[config.mk]
export PLATFORM = sky130hd
export DESIGN_NAME = bb3_mean
export DESIGN_NICKNAME = d
export VERILOG_FILES = /design/src/rtl/bb3_pkg.sv /design/src/rtl/bb3_mean.sv
export SDC_FILE = /design/constraint.sdc
export NUM_CORES = 2
export LEC_CHECK = 0
export ABC_AREA = 1
export BUFFER_PORTS_ARGS = -buffer_cell sky130_fd_sc_hd__buf_2
export CORE_MARGIN = 4
export CORE_UTILIZATION = 45
export CTS_CLUSTER_DIAMETER = 200
export CTS_CLUSTER_SIZE = 24
export DETAILED_ROUTE_END_ITERATION = 10
export PLACE_DENSITY = 0.71
export SYNTH_ARGS = -nofsm -noshare
export SYNTH_HDL_FRONTEND = slang
export SYNTH_SLANG_ARGS = --single-unit
export TNS_END_PERCENT = 50
[constraint.sdc]
create_clock -name clk -period 19.76 [get_ports clk]
set_clock_uncertainty 0.2 [all_clocks]
set_input_delay 0.988 -clock clk [delete_from_list [all_inputs] [get_ports clk]]
set_output_delay 0.988 -clock clk [all_outputs]
set_load 0.01 [all_outputs]
[src/rtl/bb3_pkg.sv]
// Package with shared types and constants for the 3x3 box blur.
`default_nettype none
package bb3_pkg;

    localparam int CFG_BITS            = 11;
    localparam int PIX_BITS            = 16;
    localparam int MAX_SIDE_DEF        = 1024;
    localparam int COMPONENT_BITS_DEF  = 16;
    localparam logic [CFG_BITS-1:0] SIDE_RESET = 11'd32;

    typedef struct packed {
        logic [PIX_BITS-1:0] red_in;
        logic [PIX_BITS-1:0] green_in;
        logic [PIX_BITS-1:0] blue_in;
        logic                fill;
    } pixel_in_t;

    typedef struct packed {
        logic [PIX_BITS-1:0] red_out;
        logic [PIX_BITS-1:0] green_out;
        logic [PIX_BITS-1:0] blue_out;
        logic                last_of_frame;
    } pixel_out_t;

    typedef struct packed {
        logic [2:0] row_ok;
        logic [2:0] col_ok;
    } clip_mask_t;

endpackage
`default_nettype wire

[src/rtl/bb3_mean.sv]
// Masked 3x3 sum and division by the neighbor count through a reciprocal multiply.
`default_nettype none
module bb3_mean #(
    parameter int COMPONENT_BITS = bb3_pkg::COMPONENT_BITS_DEF,
    localparam int PW = 3 * COMPONENT_BITS
) (
    input  wire logic                      clk,
    input  wire logic                      sum_en,
    input  wire logic                      mul_en,
    input  wire logic [9*PW-1:0]           window,
    input  wire bb3_pkg::clip_mask_t       mask,
    output logic [2:0][COMPONENT_BITS-1:0] quotient
);

    localparam int SUMW = COMPONENT_BITS + 4;
    localparam int SH   = SUMW + 4;
    localparam int RECW = SH + 1;
    localparam int PRODW = SUMW + RECW;
    localparam logic [RECW-1:0] RECIP_1 = RECW'(64'd1 << SH);
    localparam logic [RECW-1:0] RECIP_2 = RECW'(((64'd1 << SH) + 64'd1) / 64'd2);
    localparam logic [RECW-1:0] RECIP_3 = RECW'(((64'd1 << SH) + 64'd2) / 64'd3);
    localparam logic [RECW-1:0] RECIP_4 = RECW'(((64'd1 << SH) + 64'd3) / 64'd4);
    localparam logic [RECW-1:0] RECIP_6 = RECW'(((64'd1 << SH) + 64'd5) / 64'd6);
    localparam logic [RECW-1:0] RECIP_9 = RECW'(((64'd1 << SH) + 64'd8) / 64'd9);

    logic [2:0][SUMW-1:0]  sum_reg, sum_next;
    logic [RECW-1:0]       recip_reg, recip_next;
    logic [2:0][PRODW-1:0] prod_reg;
    logic [1:0]            rn, cn;
    logic [3:0]            cnt;

    always_comb
    begin
        sum_next = '0;
        for (int wr = 0; wr < 3; wr++)
        begin
            for (int wc = 0; wc < 3; wc++)
            begin
                if (mask.row_ok[wr] && mask.col_ok[wc])
                begin
                    for (int k = 0; k < 3; k++)
                    begin
                        sum_next[k] = sum_next[k] + SUMW'(window[(wr*3+wc)*PW
                            + k*COMPONENT_BITS +: COMPONENT_BITS]);
                    end
                end
            end
        end
        rn  = 2'd1 + 2'(mask.row_ok[0]) + 2'(mask.row_ok[2]);
        cn  = 2'd1 + 2'(mask.col_ok[0]) + 2'(mask.col_ok[2]);
        cnt = 4'(rn) * 4'(cn);
        case (cnt)
            4'd2:    recip_next = RECIP_2;
            4'd3:    recip_next = RECIP_3;
            4'd4:    recip_next = RECIP_4;
            4'd6:    recip_next = RECIP_6;
            4'd9:    recip_next = RECIP_9;
            default: recip_next = RECIP_1;
        endcase
    end

    always_ff @(posedge clk)
    begin
        if (sum_en)
        begin
            sum_reg   <= sum_next;
            recip_reg <= recip_next;
        end
        if (mul_en)
        begin
            for (int k = 0; k < 3; k++)
            begin
                prod_reg[k] <= PRODW'(sum_reg[k]) * PRODW'(recip_reg);
            end
        end
    end

    always_comb
    begin
        for (int k = 0; k < 3; k++)
        begin
            quotient[k] = prod_reg[k][SH +: COMPONENT_BITS];
        end
    end

endmodule
`default_nettype wire

==> impl_metrics.toml <==
[status]
outcome = "completed"

[worst_setup_path]
crit_path_end_kind = "flop"
criticalPathCategory = "in -> reg"
cpPeakStageDelay_ns = 0.48
critical_path_depth = 67
crit_top_cell = "nand2_1"
worstPathArrival_ns = 12.63
crit_buf_inv = 6
timing.critical_path.from = "mask[0]"
crit_path_start_kind = "input pin"
crit_end = "sum_reg[59]"
crit_family = "compound AO/OA/AOI/OAI gates"
r2r-start = "recip_reg[23]"
crit_path_top_delay_cell = "buf_4"
reg2reg_depth = 22
required_ns = 19.83
rrSetupSlack_ns = 11.65
r2r_end = "quotient[46]"
worst-path-max-fanout = 54

[floorplanning]
die-area_um2 = 142500
core_area_um2 = 135500
io_pins = 489
die_w_um = 377.5
start_util_pct = 45.35
fp-row-count = 135
die_h_um = 377.5

[finish]
syn2layout_area_growth_pct = 7.934
largest_reg_flops = 60
fillCellCount = 13485
drive_above_1_share_pct = 8.384
fin_nets = 10796
multi_input_area_um2 = 49480
fin_area_um2 = 66310
register_area_um2 = 3483

[route]
dr.pass1.iters = 5
vias_per_cell = 5.264
drt_iter0_markers = 4091
via_count = 55152
antenna_left = 0
highest_layer = "met5"
routed_wirelength_mm = 211.6
drc = 0
wl_met3_mm = 20.05
wire_per_inst_um = 20.20
wl_met1_mm = 85.41
wl_met2_mm = 95.93

[synthesis]
syn_inst = 8276
yosys_warnings = 0
synthTopCellsByArea = "fa_1 (31%), ha_1 (16%), inv_1 (12%), nand2_1 (11%), edfxtp_1 (5.7%)"
ys_ff_latch = 116
yosys_most_used_dff = "edfxtp_1"
synth_nets = 10450
yosysSeqAreaShare_pct = 5.669
yosys.cell_types.count = 61
synth_top_area_cell = "fa_1"
synth_edf_count = 116
syn_area_um2 = 61440
syn_area_per_cell_um2 = 7.424
synth_top_area_share_pct = 31.18
synthArstFlopShare_pct = 0

[timing]
finalSetupViolCount = 0
drv_slew = 0
final.setup.tns_ns = 0
period_minus_slack_ns = 12.56
fin_crit_sh_pct = 63.54
fmax_mhz = 79.64
hold_violations = 0
finalWorstSetupSlack_ns = 7.204
slew_headroom_pct = 33.03
rsz0062_at_grt = "no"
tightestPinTransition_ns = 1.005

[clock_tree]
cts_resized = 0
postCtsHoldBufs = 0
ctsLongestPathBuffers = 2
clk_latency_ns = 0.51
ctsRootBufferMaster = "clkbuf_16"
numCtsBuffers = 17
htreeDepth = 4
post-cts-setup-buffers = 0
clkTransAtPathRegs_ns = 0.06
clock-sinks = 116
cts_tree = "yes"

[global_routing]
antenna_found_initial = 109
grt_pass1_wl_mm = 327.1
grtUsageTotal_pct = 30.09
grt_pass1_vias = 57215
overflow = 0
grt_max_degree = 82

[placed_design]
pre_cts_ws_ns = 6.837
place.gp.congestion = 1.035
place_area_um2 = 65550
hpwl_mm = 188.2
io_buffer_count = 488

[hold_path]
hp-class = "in -> reg"

[job]
maxCapViolations = 0
-- layer usage --
layer	vias to the layer above	GRT usage [%]
met5	-	0
met4	72	12.55
met3	424	8.449
met2	2004	48.82
met1	26368	37.69
li1	26284	-
-- worst register-to-register path, cell delays in order, from the launching register on --
cell	delay (ns)
edfxtp_1	0.94
buf_4	0.68
nand2_1	0.20
fa_1	0.59
inv_1	0.06
fa_1	0.53
fa_1	0.47
fa_1	0.53
inv_1	0.06
fa_1	0.53
inv_1	0.05
fa_1	0.44
ha_1	0.29
ha_1	0.39
nand2_1	0.15
nor4_1	0.38
nand2_1	0.09
o21ai_0	0.41
nand4_1	0.15
nand2_1	0.13
a21oi_1	0.15
o31ai_1	0.34
xor2_1	0.11
-- cell usage in the layout, fill, tap and decap left out, types with 19 or more instances in the layout --
cell type     n
inv_1      2029
nand2_1    1800
fa_1        957
ha_1        776
a21oi_1     536
buf_2       487
nor2_1      339
o21ai_0     326
nand3_1     262
xor2_1      160
xnor2_1     137
edfxtp_1    116
o21ai_1      94
a31oi_1      65
diode_2      62
nand2_2      52
nand4_1      49
or2_2        49
a21boi_0     33
buf_4        32
o21bai_1     29
nor3_1       28
nand3_2      27
a21o_1       23
and2_1       19
-- worst min path at each step --
stage                        startpoint      endpoint  slack [ns]  cells past startpoint
after CTS                   window[417]   sum_reg[41]        0.72                      4
after global placement      sum_reg[57]  quotient[47]        1.10                      5
final                       window[417]   sum_reg[41]        0.75                      4
after detailed placement    sum_reg[57]  quotient[47]        1.13                      5
after global routing        window[417]   sum_reg[41]        0.77                      4
after floorplan           recip_reg[24]  quotient[31]        0.81                      5
-- metrics by stage --
| step | util (%) | cells | hold slack, ns |
|---|---|---|---|
| final | 48.95 | 10478 | 0.7542 |
| after floorplan | - | 8276 | 0.8134 |
| after global routing | 48.88 | 10438 | 0.7699 |
| after detailed placement | 48.39 | 10384 | 1.131 |
| after global placement | 48.39 | 10384 | 1.105 |
| after CTS | 48.84 | 10416 | 0.7194 |
-- cell usage after synthesis (11+ instances only) --
library cell / count
and2_1: 19
o22ai_1: 11
or2_2: 49
xnor2_1: 137
a21oi_1: 536
clkbuf_1: 96
nand2_4: 11
inv_2: 13
o21ai_0: 326
fa_1: 957
o21a_1: 16
buf_2: 18
edfxtp_1: 116
o31ai_1: 18
o21ai_1: 94
a21o_1: 23
nor4_1: 11
xor2_1: 160
nand3_2: 27
nand4_1: 49
a21boi_0: 33
nor3_1: 28
nand2_1: 1807
buf_1: 32
ha_1: 776
nand2_2: 47
inv_1: 2029
o211ai_1: 13
o21bai_1: 29
nor2_1: 339
a31oi_1: 65
clkbuf_2: 40
nand3_1: 262
-- cell families after synthesis --
kind of cell / after synthesis / share of synthesized area (%)
compound gates: 1213 / 10.88
mux: 5 / 0.08146
simple gates: 2676 / 18.31
xor+xnor: 297 / 4.234
flops: 116 / 5.669
buf+inv: 2236 / 13.84
fa+ha+maj: 1733 / 46.99
-- cell type report --
cell class | instances | area share, %
Inverter | 2044 | 11.58
Clock inverter | 14 | 0.2774
Clock buffer | 18 | 0.6472
Antenna cell | 62 | 0.2340
Sequential cell | 116 | 5.253
Multi-Input combinational cell | 5924 | 74.61
Timing Repair Buffer | 519 | 4.038
Tap cell | 1781 | 3.360
Power is left out: the tool's default activity adds up to more than one toggle a clock period on the data nets, which glitch-free logic cannot reach.
